### src/cda_pkg.sv
// Shared types, constants and calendar helper functions for the date arithmetic block.
package cda_pkg;

  localparam int unsigned YEAR_W = 14;
  localparam int unsigned SER_W  = 22;
  localparam int unsigned DAY_W  = 5;
  localparam int unsigned MON_W  = 4;
  localparam int unsigned CNT_W  = 16;

  localparam int unsigned MAX_YEAR   = 9999;
  // Last serial: one before 1 January of the year after MAX_YEAR
  localparam int unsigned SERIAL_MAX = MAX_YEAR * 365 + MAX_YEAR / 4 - MAX_YEAR / 100
                                       + MAX_YEAR / 400 - 1;
  // floor(p / 100) == (p * RECIP100) >> 19, exact for p below 43699
  localparam int unsigned RECIP100   = 5243;
  // Years per day in 2^-32 units, for the first year estimate
  localparam int unsigned YEAR_RECIP = 11759222;
  // Inverse of 25 modulo 2^14: divisible by 25 iff product lands at or below the limit
  localparam int unsigned INV25      = 7209;
  localparam int unsigned DIV25_LIM  = (2 ** YEAR_W - 1) / 25;

  localparam logic [1:0]       CMD_ADD   = 2'd0;
  localparam logic [1:0]       CMD_SUB   = 2'd1;
  localparam logic [MON_W-1:0] MONTH_JAN = 4'd1;
  localparam logic [MON_W-1:0] MONTH_FEB = 4'd2;
  localparam logic [MON_W-1:0] MONTH_DEC = 4'd12;

  typedef enum logic [3:0] {
    OP_NONE, OP_LOAD, OP_MUL_MAIN, OP_SER_MAIN, OP_MUL_OTHER, OP_SER_OTHER,
    OP_STEP, OP_EST, OP_MUL_EST, OP_START, OP_YFIX, OP_MON, OP_OUT
  } op_e;

  typedef struct packed {
    logic valid;
    logic is_step;
    logic yfix_done;
    logic mon_done;
  } stat_t;

  function automatic logic leap_f(input logic [YEAR_W-1:0] y);
    logic [YEAR_W-1:0] t;
    logic              div25;
    t     = YEAR_W'(y * YEAR_W'(INV25));
    div25 = (t <= YEAR_W'(DIV25_LIM));
    return (y[1:0] == 2'd0) && (!div25 || (y[3:0] == 4'd0));
  endfunction

  function automatic logic [DAY_W-1:0] dim_f(input logic [MON_W-1:0] m,
                                              input logic [YEAR_W-1:0] y);
    logic [DAY_W-1:0] r;
    case (m) inside
      4'd1, 4'd3, 4'd5, 4'd7, 4'd8, 4'd10, 4'd12: r = 5'd31;
      4'd4, 4'd6, 4'd9, 4'd11:                     r = 5'd30;
      4'd2:    r = leap_f(y) ? 5'd29 : 5'd28;
      default: r = 5'd0;
    endcase
    return r;
  endfunction

  // Days in the year before the first of month m
  function automatic logic [8:0] cum_f(input logic [MON_W-1:0] m,
                                       input logic [YEAR_W-1:0] y);
    logic [8:0] r;
    unique case (m)
      4'd1:    r = 9'd0;
      4'd2:    r = 9'd31;
      4'd3:    r = 9'd59;
      4'd4:    r = 9'd90;
      4'd5:    r = 9'd120;
      4'd6:    r = 9'd151;
      4'd7:    r = 9'd181;
      4'd8:    r = 9'd212;
      4'd9:    r = 9'd243;
      4'd10:   r = 9'd273;
      4'd11:   r = 9'd304;
      4'd12:   r = 9'd334;
      default: r = 9'd0;
    endcase
    if (m > MONTH_FEB && leap_f(y)) r = r + 9'd1;
    return r;
  endfunction

  function automatic logic date_ok_f(input logic [DAY_W-1:0] d, input logic [MON_W-1:0] m,
                                     input logic [YEAR_W-1:0] y);
    return (y != '0) && (y <= YEAR_W'(MAX_YEAR)) && (m >= MONTH_JAN) && (m <= MONTH_DEC)
           && (d != '0) && (d <= dim_f(m, y));
  endfunction

endpackage

### src/cda_datapath.sv
// Datapath: operand registers, year-start unit, year search and month walk.
module cda_datapath (
  input  logic                clk_i,
  input  logic                rst_ni,
  input  cda_pkg::op_e        op_i,
  input  logic [63:0]         in_data_i,
  output cda_pkg::stat_t      stat_o,
  output logic [47:0]         out_data_o
);
  import cda_pkg::*;

  logic [1:0]        cmd_q;
  logic [DAY_W-1:0]  d_q, od_q;
  logic [MON_W-1:0]  m_q, om_q;
  logic [YEAR_W-1:0] y_q, oy_q;
  logic [CNT_W-1:0]  cnt_q;

  logic [YEAR_W-1:0] p_q;
  logic [22:0]       m365_q;
  logic [26:0]       m100_q;
  logic [SER_W-1:0]  sa_q, sb_q, s_q, st_q;
  logic              hit_q;
  logic [YEAR_W-1:0] q_q, yr_q;
  logic [MON_W-1:0]  mon_q;
  logic [8:0]        r_q;
  logic [47:0]       out_q;

  logic [YEAR_W-1:0] p_sel;
  logic [SER_W-1:0]  start_w, diff_w, dist_w;
  logic [45:0]       est_w;
  logic [8:0]        ylen_back, ylen_fwd;
  logic [DAY_W-1:0]  mlen;
  logic              back_w, fwd_w, valid_w, step_w;

  // Status towards the controller
  assign step_w    = (cmd_q == CMD_ADD) || (cmd_q == CMD_SUB);
  assign valid_w   = date_ok_f(d_q, m_q, y_q) && (step_w || date_ok_f(od_q, om_q, oy_q));
  assign start_w   = SER_W'(m365_q + 23'(p_q >> 2) - 23'(m100_q >> 19) + 23'(m100_q >> 21));
  assign est_w     = 46'(s_q) * 46'(YEAR_RECIP);
  assign diff_w    = s_q - st_q;
  assign ylen_back = 9'd365 + 9'(leap_f(q_q));
  assign ylen_fwd  = 9'd365 + 9'(leap_f(q_q + 14'd1));
  assign back_w    = st_q > s_q;
  assign fwd_w     = !back_w && (diff_w >= SER_W'(ylen_fwd));
  assign mlen      = dim_f(mon_q, yr_q);
  assign dist_w    = (sa_q > sb_q) ? sa_q - sb_q : sb_q - sa_q;

  assign stat_o.valid     = valid_w;
  assign stat_o.is_step   = step_w;
  assign stat_o.yfix_done = !back_w && !fwd_w;
  assign stat_o.mon_done  = (r_q < 9'(mlen)) || (mon_q == MONTH_DEC);

  // Year operand for the year-start unit
  always_comb begin
    case (op_i)
      OP_MUL_MAIN:  p_sel = y_q - 14'd1;
      OP_MUL_OTHER: p_sel = oy_q - 14'd1;
      default:      p_sel = q_q;
    endcase
  end

  // Operand and working registers
  always_ff @(posedge clk_i) begin
    case (op_i)
      OP_LOAD: begin
        cmd_q <= in_data_i[1:0];
        d_q   <= in_data_i[6:2];
        m_q   <= in_data_i[10:7];
        y_q   <= in_data_i[24:11];
        cnt_q <= in_data_i[40:25];
        od_q  <= in_data_i[45:41];
        om_q  <= in_data_i[49:46];
        oy_q  <= in_data_i[63:50];
        hit_q <= 1'b0;
      end
      OP_MUL_MAIN, OP_MUL_OTHER, OP_MUL_EST: begin
        p_q    <= p_sel;
        m365_q <= 23'(p_sel) * 23'd365;
        m100_q <= 27'(p_sel) * 27'(RECIP100);
      end
      OP_SER_MAIN:  sa_q <= start_w + SER_W'(cum_f(m_q, y_q)) + SER_W'(d_q) - 22'd1;
      OP_SER_OTHER: sb_q <= start_w + SER_W'(cum_f(om_q, oy_q)) + SER_W'(od_q) - 22'd1;
      OP_STEP: begin
        if (cmd_q == CMD_ADD) begin
          if (SER_W'(cnt_q) > SER_W'(SERIAL_MAX) - sa_q) begin
            s_q   <= SER_W'(SERIAL_MAX);
            hit_q <= 1'b1;
          end else begin
            s_q <= sa_q + SER_W'(cnt_q);
          end
        end else begin
          if (SER_W'(cnt_q) > sa_q) begin
            s_q   <= '0;
            hit_q <= 1'b1;
          end else begin
            s_q <= sa_q - SER_W'(cnt_q);
          end
        end
      end
      OP_EST:   q_q  <= est_w[45:32];
      OP_START: st_q <= start_w;
      OP_YFIX: begin
        if (back_w) begin
          q_q  <= q_q - 14'd1;
          st_q <= st_q - SER_W'(ylen_back);
        end else if (fwd_w) begin
          q_q  <= q_q + 14'd1;
          st_q <= st_q + SER_W'(ylen_fwd);
        end else begin
          r_q   <= diff_w[8:0];
          mon_q <= MONTH_JAN;
          yr_q  <= q_q + 14'd1;
        end
      end
      OP_MON: begin
        r_q   <= r_q - 9'(mlen);
        mon_q <= mon_q + 4'd1;
      end
      default: ;
    endcase
  end

  // Result word
  always_ff @(posedge clk_i or negedge rst_ni) begin
    if (!rst_ni) begin
      out_q <= '0;
    end else if (op_i == OP_OUT) begin
      if (!valid_w)     out_q <= '0;
      else if (step_w)  out_q <= {1'b0, hit_q, 1'b1, 22'd0, yr_q, mon_q, DAY_W'(r_q + 9'd1)};
      else              out_q <= {1'b0, 1'b0, 1'b1, dist_w, 14'd0, 4'd0, 5'd0};
    end
  end

  assign out_data_o = out_q;

endmodule

### src/cda_ctrl.sv
// Controller: sequences one item through the datapath and owns the stream handshakes.
module cda_ctrl (
  input  logic           clk_i,
  input  logic           rst_ni,
  input  logic           in_valid_i,
  output logic           in_ready_o,
  output logic           out_valid_o,
  input  logic           out_ready_i,
  input  cda_pkg::stat_t stat_i,
  output cda_pkg::op_e   op_o
);
  import cda_pkg::*;

  typedef enum logic [3:0] {
    ST_IDLE, ST_CHECK, ST_MA, ST_MB, ST_OA, ST_OB, ST_STEP, ST_EST,
    ST_YA, ST_YB, ST_YFIX, ST_MON, ST_FIN
  } state_e;

  state_e state_q, state_d;
  logic   ovld_q, ovld_d;

  assign in_ready_o  = (state_q == ST_IDLE);
  assign out_valid_o = ovld_q;

  // Next state and datapath command
  always_comb begin
    state_d = state_q;
    ovld_d  = ovld_q && !out_ready_i;
    op_o    = OP_NONE;
    unique case (state_q)
      ST_IDLE: if (in_valid_i) begin
        op_o    = OP_LOAD;
        state_d = ST_CHECK;
      end
      ST_CHECK: state_d = stat_i.valid ? ST_MA : ST_FIN;
      ST_MA: begin
        op_o    = OP_MUL_MAIN;
        state_d = ST_MB;
      end
      ST_MB: begin
        op_o    = OP_SER_MAIN;
        state_d = stat_i.is_step ? ST_STEP : ST_OA;
      end
      ST_OA: begin
        op_o    = OP_MUL_OTHER;
        state_d = ST_OB;
      end
      ST_OB: begin
        op_o    = OP_SER_OTHER;
        state_d = ST_FIN;
      end
      ST_STEP: begin
        op_o    = OP_STEP;
        state_d = ST_EST;
      end
      ST_EST: begin
        op_o    = OP_EST;
        state_d = ST_YA;
      end
      ST_YA: begin
        op_o    = OP_MUL_EST;
        state_d = ST_YB;
      end
      ST_YB: begin
        op_o    = OP_START;
        state_d = ST_YFIX;
      end
      ST_YFIX: begin
        op_o = OP_YFIX;
        if (stat_i.yfix_done) state_d = ST_MON;
      end
      ST_MON: begin
        if (stat_i.mon_done) state_d = ST_FIN;
        else                 op_o    = OP_MON;
      end
      ST_FIN: if (!ovld_q || out_ready_i) begin
        op_o    = OP_OUT;
        ovld_d  = 1'b1;
        state_d = ST_IDLE;
      end
      default: state_d = ST_IDLE;
    endcase
  end

  // State and output valid
  always_ff @(posedge clk_i or negedge rst_ni) begin
    if (!rst_ni) begin
      state_q <= ST_IDLE;
      ovld_q  <= 1'b0;
    end else begin
      state_q <= state_d;
      ovld_q  <= ovld_d;
    end
  end

endmodule

### src/calendar_date_arithmetic.sv
// Top level: Gregorian date add, subtract and distance, one result word per input word.
// An invalid date goes straight to the output; a distance converts both dates to serials;
//   a step converts the date, applies the count, then runs the year search and month walk.
// One word is processed at a time; the next input word is taken once the result
//   is registered, while that result may still wait at the output.
// Reset: asynchronous, active low; clears the controller and the output register.
module calendar_date_arithmetic (
  input  logic        clk_i,
  input  logic        rst_ni,
  input  logic        s_axis_tvalid_i,
  output logic        s_axis_tready_o,
  // cmd, day, month, year, count, other_day, other_month, other_year
  input  logic [63:0] s_axis_tdata_i,
  output logic        m_axis_tvalid_o,
  input  logic        m_axis_tready_i,
  // out_day, out_month, out_year, distance, date_valid, range_hit, zero pad
  output logic [47:0] m_axis_tdata_o
);
  import cda_pkg::*;

  op_e   op;
  stat_t stat;

  cda_ctrl u_ctrl (
    .clk_i       (clk_i),
    .rst_ni      (rst_ni),
    .in_valid_i  (s_axis_tvalid_i),
    .in_ready_o  (s_axis_tready_o),
    .out_valid_o (m_axis_tvalid_o),
    .out_ready_i (m_axis_tready_i),
    .stat_i      (stat),
    .op_o        (op)
  );

  cda_datapath u_dp (
    .clk_i      (clk_i),
    .rst_ni     (rst_ni),
    .op_i       (op),
    .in_data_i  (s_axis_tdata_i),
    .stat_o     (stat),
    .out_data_o (m_axis_tdata_o)
  );

endmodule

### config.mk
export PLATFORM = sky130hd
export DESIGN_NAME = calendar_date_arithmetic
export DESIGN_NICKNAME = d
export VERILOG_FILES = /design/src/cda_pkg.sv /design/src/cda_datapath.sv /design/src/cda_ctrl.sv /design/src/calendar_date_arithmetic.sv
export SDC_FILE = /design/constraint.sdc
export NUM_CORES = 2
export LEC_CHECK = 0
export BUFFER_PORTS_ARGS = -buffer_cell sky130_fd_sc_hd__buf_2
export CAP_MARGIN = 20
export CORE_MARGIN = 2
export CORE_UTILIZATION = 30
export CTS_BUF_LIST = sky130_fd_sc_hd__clkbuf_8
export DETAILED_ROUTE_END_ITERATION = 8
export PLACE_DENSITY_LB_ADDON = 0.12
export SYNTH_ARGS = -nofsm -noshare
export SYNTH_HDL_FRONTEND = slang
export SYNTH_SLANG_ARGS = --single-unit
### constraint.sdc
create_clock -name clk_i -period 9.5 [get_ports clk_i]
set_clock_uncertainty 0.1 [all_clocks]
set_input_delay 1.425 -clock clk_i [delete_from_list [all_inputs] [get_ports clk_i]]
set_output_delay 1.425 -clock clk_i [all_outputs]
set_load 0.05 [all_outputs]
# Yosys cells after proc, flatten, opt, wreduce, memory -nomap -nowiden
# Memory sizes are Yosys's and may differ from the RTL's. A register that Yosys moved wholly into a read port is not among the register bits.
# Cells that the tools add are included.
dict set report word_totals {
  inputBits 68
  wordCells 282
  mem_count 2
  rom_bits 288
  reg_bits 310
}
# memory words width rd rd_ports_with_merged_regs write_ports line_no
set memory_table {}
lappend memory_table {{(no name shown)} 16 9 1 1 0 cda_pkg.sv:64} ;# unique case (m)
lappend memory_table {{(no name shown)} 16 9 1 1 0 cda_pkg.sv:64}
dict set report op_classes {
  n_addsub 28
  n_eq_ne 70
  n_mux 56
  magnitude_cmp 21
  mul 8
  bitwise_logic 2
  reduce_logical 72
}
# op count
set op_table {}
lappend op_table {{$mux W22} 6}
lappend op_table {{$eq A4 B4 Y1 const B} 25}
lappend op_table {{$eq A4 B3 Y1 const B} 20}
lappend op_table {{$mux W9} 8}
lappend op_table {{$le A14 B10 Y1 const B} 5}
lappend op_table {{$mul A14 B13 Y14 const B} 5}
lappend op_table {{$add A22 B9 Y22} 3}
lappend op_table {{$sub A22 B22 Y22} 3}
lappend op_table {{$pmux W14 S2} 2}
lappend op_table {{$pmux W4 S13} 1}
lappend op_table {{$mux W48} 1}
lappend op_table {{$pmux W4 S12} 1}
lappend op_table {{$mux W47} 1}
lappend op_table {{$mul A22 B23 Y45 const B} 1}
lappend op_table {{$mux W5} 9}
lappend op_table {{$add A22 B5 Y22} 2}
lappend op_table {{$gt A16 B22 Y1} 2}
lappend op_table {{$gt A22 B22 Y1} 2}
lappend op_table {{$mux W4} 11}
lappend op_table {{$pmux W22 S2} 1}
lappend op_table {{$sub A22 B1 Y22 const B} 2}
lappend op_table {{$sub A14 B1 Y14 const B} 3}
lappend op_table {{$eq A4 B2 Y1 const B} 10}
lappend op_table {{$le A14 B14 Y1 const B} 2}
lappend op_table {{other kinds (48)} 131}

# Longest topological paths before layout
dict set report logic_depth {
  ltp_word 21
  mapped_depth 36
}

# Cells and area by module
# Synthesis repeated with hierarchy kept, for this count alone.
dict set report unflattened {
  cells_unflattened 4434
  area_unflattened_um2 43569.3
}
# mod area_each_um2 seq_area_each_um2 cells_each instances
set by_module_without_submodules {}
lappend by_module_without_submodules {cda_datapath 43148.9 8623.3 4379 1}
lappend by_module_without_submodules {cda_ctrl 420.4 125.1 55 1}

# Worst setup path after synthesis
# No wires, ideal clock.
dict set report synth_path {
  path_kind {flip-flop to flip-flop}
  startpoint {reg u_dp.q_q[1]}
  endpoint {reg u_dp.st_q[0], enable pin}
  slack_ns 0.862
  t_required_ns 8.912
  setup_ns 0.488
  synth_period_minus_slack_ns 8.638
  path_buffers 0
  arrival_time_ns 8.050
  stages_incl_launch_ff 31
  cell_sequence {edfxtp_1 -> ha_1 -> nand3_1 -> nor2_1 -> xor2_1 -> ha_1 -> ha_1 -> ha_1 -> inv_1 -> fa_1 -> inv_1 -> ha_1 -> fa_1 -> a21oi_1 -> nor2_1 -> nor2_1 -> o21bai_1 -> a21oi_1 -> xor2_1 -> nand3_1 -> o21ai_0 -> ha_1 -> nand2b_1 -> a21oi_1 -> nor2_1 -> a21oi_1 -> nor4_1 -> nor2b_1 -> o21ai_0 -> nor4_1 -> nor3_1}
}
dict set report synth_between {
  elab_chain_len 11
  elab_cells_between_ends 13
}
# item line_no
set synth_lines {}
lappend synth_lines {{start: declaration} cda_datapath.sv:23} ;# logic [YEAR_W-1:0] q_q, yr_q;
lappend synth_lines {{start signal: assignment} cda_datapath.sv:100} ;# OP_EST: q_q <= est_w[45:32];
lappend synth_lines {{start signal: assignment} cda_datapath.sv:104} ;# q_q <= q_q - 14'd1;
lappend synth_lines {{start signal: assignment} cda_datapath.sv:107} ;# q_q <= q_q + 14'd1;
lappend synth_lines {{$add A14 B1 Y14 (*)} cda_datapath.sv:42} ;# assign ylen_fwd = 9'd365 + 9'(leap_f(q_q + 14'd1));
lappend synth_lines {{$mul A14 B13 Y14} cda_pkg.sv:43} ;# t = YEAR_W'(y * YEAR_W'(INV25));
lappend synth_lines {{$le A14 B10 Y1} cda_pkg.sv:44} ;# div25 = (t <= YEAR_W'(DIV25_LIM));
lappend synth_lines {{$logic_not A1 Y1} cda_pkg.sv:45} ;# return (y[1:0] == 2'd0) && (!div25 || (y[3:0] == 4'd0));
lappend synth_lines {{$logic_or A1 B1 Y1} cda_pkg.sv:45}
lappend synth_lines {{$logic_and A1 B1 Y1 (*)} cda_pkg.sv:45}
lappend synth_lines {{$add A9 B1 Y9 (*)} cda_datapath.sv:42}
lappend synth_lines {{$ge A22 B9 Y1 (*)} cda_datapath.sv:44} ;# assign fwd_w = !back_w && (diff_w >= SER_W'(ylen_fwd));
lappend synth_lines {{$logic_and A1 B1 Y1 (*)} cda_datapath.sv:44}
lappend synth_lines {{$ne A3 B1 Y1 (no line) (*)} -}
lappend synth_lines {{$reduce_and A2 Y1 (no line) (*)} -}
lappend synth_lines {{end signal: assignment} cda_datapath.sv:101} ;# OP_START: st_q <= start_w;
lappend synth_lines {{end signal: assignment} cda_datapath.sv:105} ;# st_q <= st_q - SER_W'(ylen_back);
lappend synth_lines {{end signal: assignment} cda_datapath.sv:108} ;# st_q <= st_q + SER_W'(ylen_fwd);
lappend synth_lines {{end: declaration} cda_datapath.sv:21} ;# logic [SER_W-1:0] sa_q, sb_q, s_q, st_q;
# Mark *: on every way between the ends. The rest lies on a longest branch, timed or not.
# A chain may end at the register's enable or synchronous reset.

# Worst setup path after layout
dict set report layout_path {
  startpoint {reg u_ctrl.state_q[0]}
  endpoint {reg u_dp.m100_q[25], data pin}
}
dict set report layout_between {
  elab_chain_len 5
  elab_cells_between_ends 17
}
# item line_no
set layout_lines {}
lappend layout_lines {{start: declaration} cda_ctrl.sv:19} ;# state_e state_q, state_d;
lappend layout_lines {{start signal: assignment} cda_ctrl.sv:91} ;# state_q <= state_d;
lappend layout_lines {{$eq A4 B4 Y1 (tied with other cells)} cda_ctrl.sv:30} ;# unique case (state_q)
lappend layout_lines {{$pmux W4 S12 (*)} cda_ctrl.sv:30}
lappend layout_lines {{$eq A4 B3 Y1 / $eq A4 B2 Y1 (equally long branches)} cda_datapath.sv:55} ;# case (op_i)
lappend layout_lines {{$pmux W14 S2 (*)} cda_datapath.sv:55}
lappend layout_lines {{$mul A14 B13 Y27 (*)} cda_datapath.sv:79} ;# m100_q <= 27'(p_sel) * 27'(RECIP100);
lappend layout_lines {{end signal: assignment} cda_datapath.sv:79}
lappend layout_lines {{end: declaration} cda_datapath.sv:20} ;# logic [26:0] m100_q;
# Marks and branches as above.

==> results.cfg <==
[timing]
hold_viol_final = 0
worst_pin_slew_ns = 1.09
finalMaxSlewViolations = 0
timing.fmax_mhz = 117
finalSetupViolCount = 0
maxSlewHeadroom_pct = 27.1
fin_setup_tns_ns = 0
rsz0062_at_grt = false
fin_crit_ns = 8.55
min_period_over_period_pct = 90.0

[global_route]
grt_max_degree = 53
antenna_found_initial = 5
track_usage_pct = 17.3
overflow = 0
grt_pass1_wl_mm = 200
grt_pass1_vias = 33100

[final_layout]
drive_gt1_share_pct = 6.38
nFillCells = 15100
num-nets-final = 5989
seqCellArea_sq_um = 8750
multi_input_area_sq_um = 31300
area_delta_synth_final_pct = 9.65

[run_status]
outcome = complete, no violations

[detailed_routing]
wl_mm = 129
drt_iter0_drc = 1517
via_per_inst = 4.77
via_count = 31800
drc_errors = 0
wl_per_cell_um = 19.4
dr.pass1.iters = 5
postRouteAntennaNets = 0

[synth]
synthesis.instances = 4564
synth_ff_type = edfxtp_1
synth_top_area_share_pct = 23.1
syn_area_sq_um = 43900
syn_nets = 5856
synth_area_leaders = ha_1 (23%), fa_1 (19%), edfxtp_1 (16%)
yosys.area.top_type = ha_1
ys_seq_elements = 306
ys_warn_count = 0
synth_cell_types = 93
ys_seq_area_share_pct = 19.9
synth-edff-count = 236
ys_async_sr_fraction_pct = 17.0
syn_area_per_cell_sq_um = 9.62

[die]
coreArea_sq_um = 146000
ios = 118
die_w_um = 387
num_rows = 140
dieArea_sq_um = 149000
initial_core_util_pct = 30.2
die_h_um = 387

[placement]
port_buffers = 116
gp_congestion = 0.879
dpl.hpwl_mm = 108

[clocking]
cts.sinks = 306
cts_buffers = 61
cts_tree = done
cts_resized = 0
cts-root-buf = clkbuf_8
cts.clk_slew.worst_paths_ns = 0.07
clk-insertion-delay-late_ns = 0.75
h-tree-depth = 2
clk_path_buf_depth = 3
cts_hold_buf = 0
post_cts_buffers = 0

[setup_path]
critPathBufInv = 4
arrival_ns = 8.93
worstReg2RegStart = u_ctrl.state_q[0]
crit_fanout = 15
critPathSlowestCell = or4b_1
cp-startpoint = u_ctrl.state_q[0]
cpPeakStageDelay_ns = 0.84
cp_top_family = compound AO/OA/AOI/OAI gates
critPathCaptureType = register
critPathKind = reg -> reg
start_kind = register
crit_required_ns = 9.88

[min_path]
hold_path.class = reg -> reg
hp-start = u_dp.out_data_o[36]

[run]
maxCapViolations = 0
==> routing by layer <==
layer,up-vias,part of all wire [%],global-route usage [%]
li1,15700,-,-
met1,15600,48,23.6
met2,410,48,30.0
met3,113,2.6,1.41
met4,0,1.6,3.22
met5,-,0,0
==> stage by stage <==
stage	area (sq um)	util (%)	std cells	hold WS (ns)	setup slack [ns]
floorplan	43900	-	4564	0.343	0.862
global placement	46900	32.2	6550	0.363	0.890
detailed placement	46900	32.2	6551	0.366	0.829
CTS	48200	33.1	6664	0.379	0.810
global route	48200	33.1	6665	0.405	0.136
finish	48200	33.1	6666	0.375	0.946
==> synthesized netlist by cell type, types with 8 or more instances <==
master and count:
o221ai_1 9, mux2_2 18, clkbuf_1 69, and2_1 17
fa_1 414, nand2_1 213, o21ai_0 190, a21oi_1 208
xor2_1 104, a221oi_1 14, dfxtp_1 18, o2111ai_1 9
nand4_1 29, o21bai_1 46, dfrtp_1 52, o31ai_1 17
o311ai_0 11, buf_2 8, ha_1 810, nor2b_1 36
o211ai_1 27, a211oi_1 20, nor3_1 64, xnor2_1 206
a21o_1 110, or3_1 23, a31oi_1 32, and3_1 23
a21boi_0 18, nand2b_1 25, nor4_1 24, a22o_1 27
a2111oi_0 8, inv_1 956, edfxtp_1 236, o21a_1 34
o41ai_1 8, or2_2 15, nand3_1 56, mux2i_1 50
nor2_1 184
==> sequential cells by signal (all words and copies together) (netlist names), 5 cells and up, named ones only <==
signal,cells
u_dp.q_q,14
u_dp.oy_q,14
u_dp.sa_q,22
u_dp.yr_q,14
u_dp.r_q,9
u_dp.sb_q,22
u_dp.y_q,14
u_dp.d_q,5
u_dp.m365_q,21
u_dp.s_q,22
u_dp.od_q,5
u_dp.st_q,22
u_dp.out_data_o,47
u_dp.m100_q,9
u_dp.p_q,12
u_dp.cnt_q,16
==> layout make-up <==
type | count | share of cell area, %
Timing Repair Buffer | 155 | 1.83
Clock buffer | 65 | 1.86
Inverter | 956 | 7.45
Multi-Input combinational cell | 3217 | 65.0
Antenna cell | 2 | 0.0104
Clock inverter | 48 | 0.717
Tap cell | 1917 | 4.98
Sequential cell | 306 | 18.2
==> cells in the final DEF, fill, tap and decap left out, drive strengths merged, types with 21 or more instances in the layout <==
cell      n
dfrtp    52
a211oi   21
xor2    104
nand4    29
o21bai   46
mux2i    50
xnor2   206
and3     23
fa      414
inv     972
a31oi    33
a21oi   209
or3      23
o211ai   28
nand2   213
edfxtp  236
a21o    110
o21a     34
nor2b    36
ha      810
clkinv   25
clkbuf   65
o21ai   199
nor3     65
nor2    184
a22o     27
buf     155
nand2b   25
nor4     24
nand3    56
==> cell families after synthesis <==
kind of cell / Yosys count / share of synthesized area [%]
AO/OA/AOI/OAI: 868 / 13.1
multiplexers: 68 / 1.60
flip-flops: 306 / 19.9
XOR/XNOR: 313 / 6.34
AND/OR/NAND/NOR: 743 / 8.15
other: 1 / 0.00854
adder cells (fa/ha/maj): 1224 / 41.9
buffers and inverters: 1041 / 8.95
==> tightest hold or removal path: stages (launching register included) <==
cell,delay [ns]
dfrtp_1,0.33
nand2_1,0.05
o21ai_0,0.06
==> worst paths after layout <==
check | endpoint | slack [ns] | cells after the start
max in group asynchronous | u_ctrl.state_q[3] | 7.95 | 1
setup reg to reg | u_dp.m100_q[25] | 0.95 | 30
hold / removal | u_dp.out_data_o[36] | 0.38 | 2
min in group asynchronous | u_dp.out_data_o[39] | 0.71 | 1
hold reg to reg | u_dp.out_data_o[36] | 0.38 | 2
setup / recovery | u_dp.m100_q[25] | 0.95 | 30
Power is not shown: default switching activity piles up to over one toggle a cycle in this logic, so the estimate is an artifact.
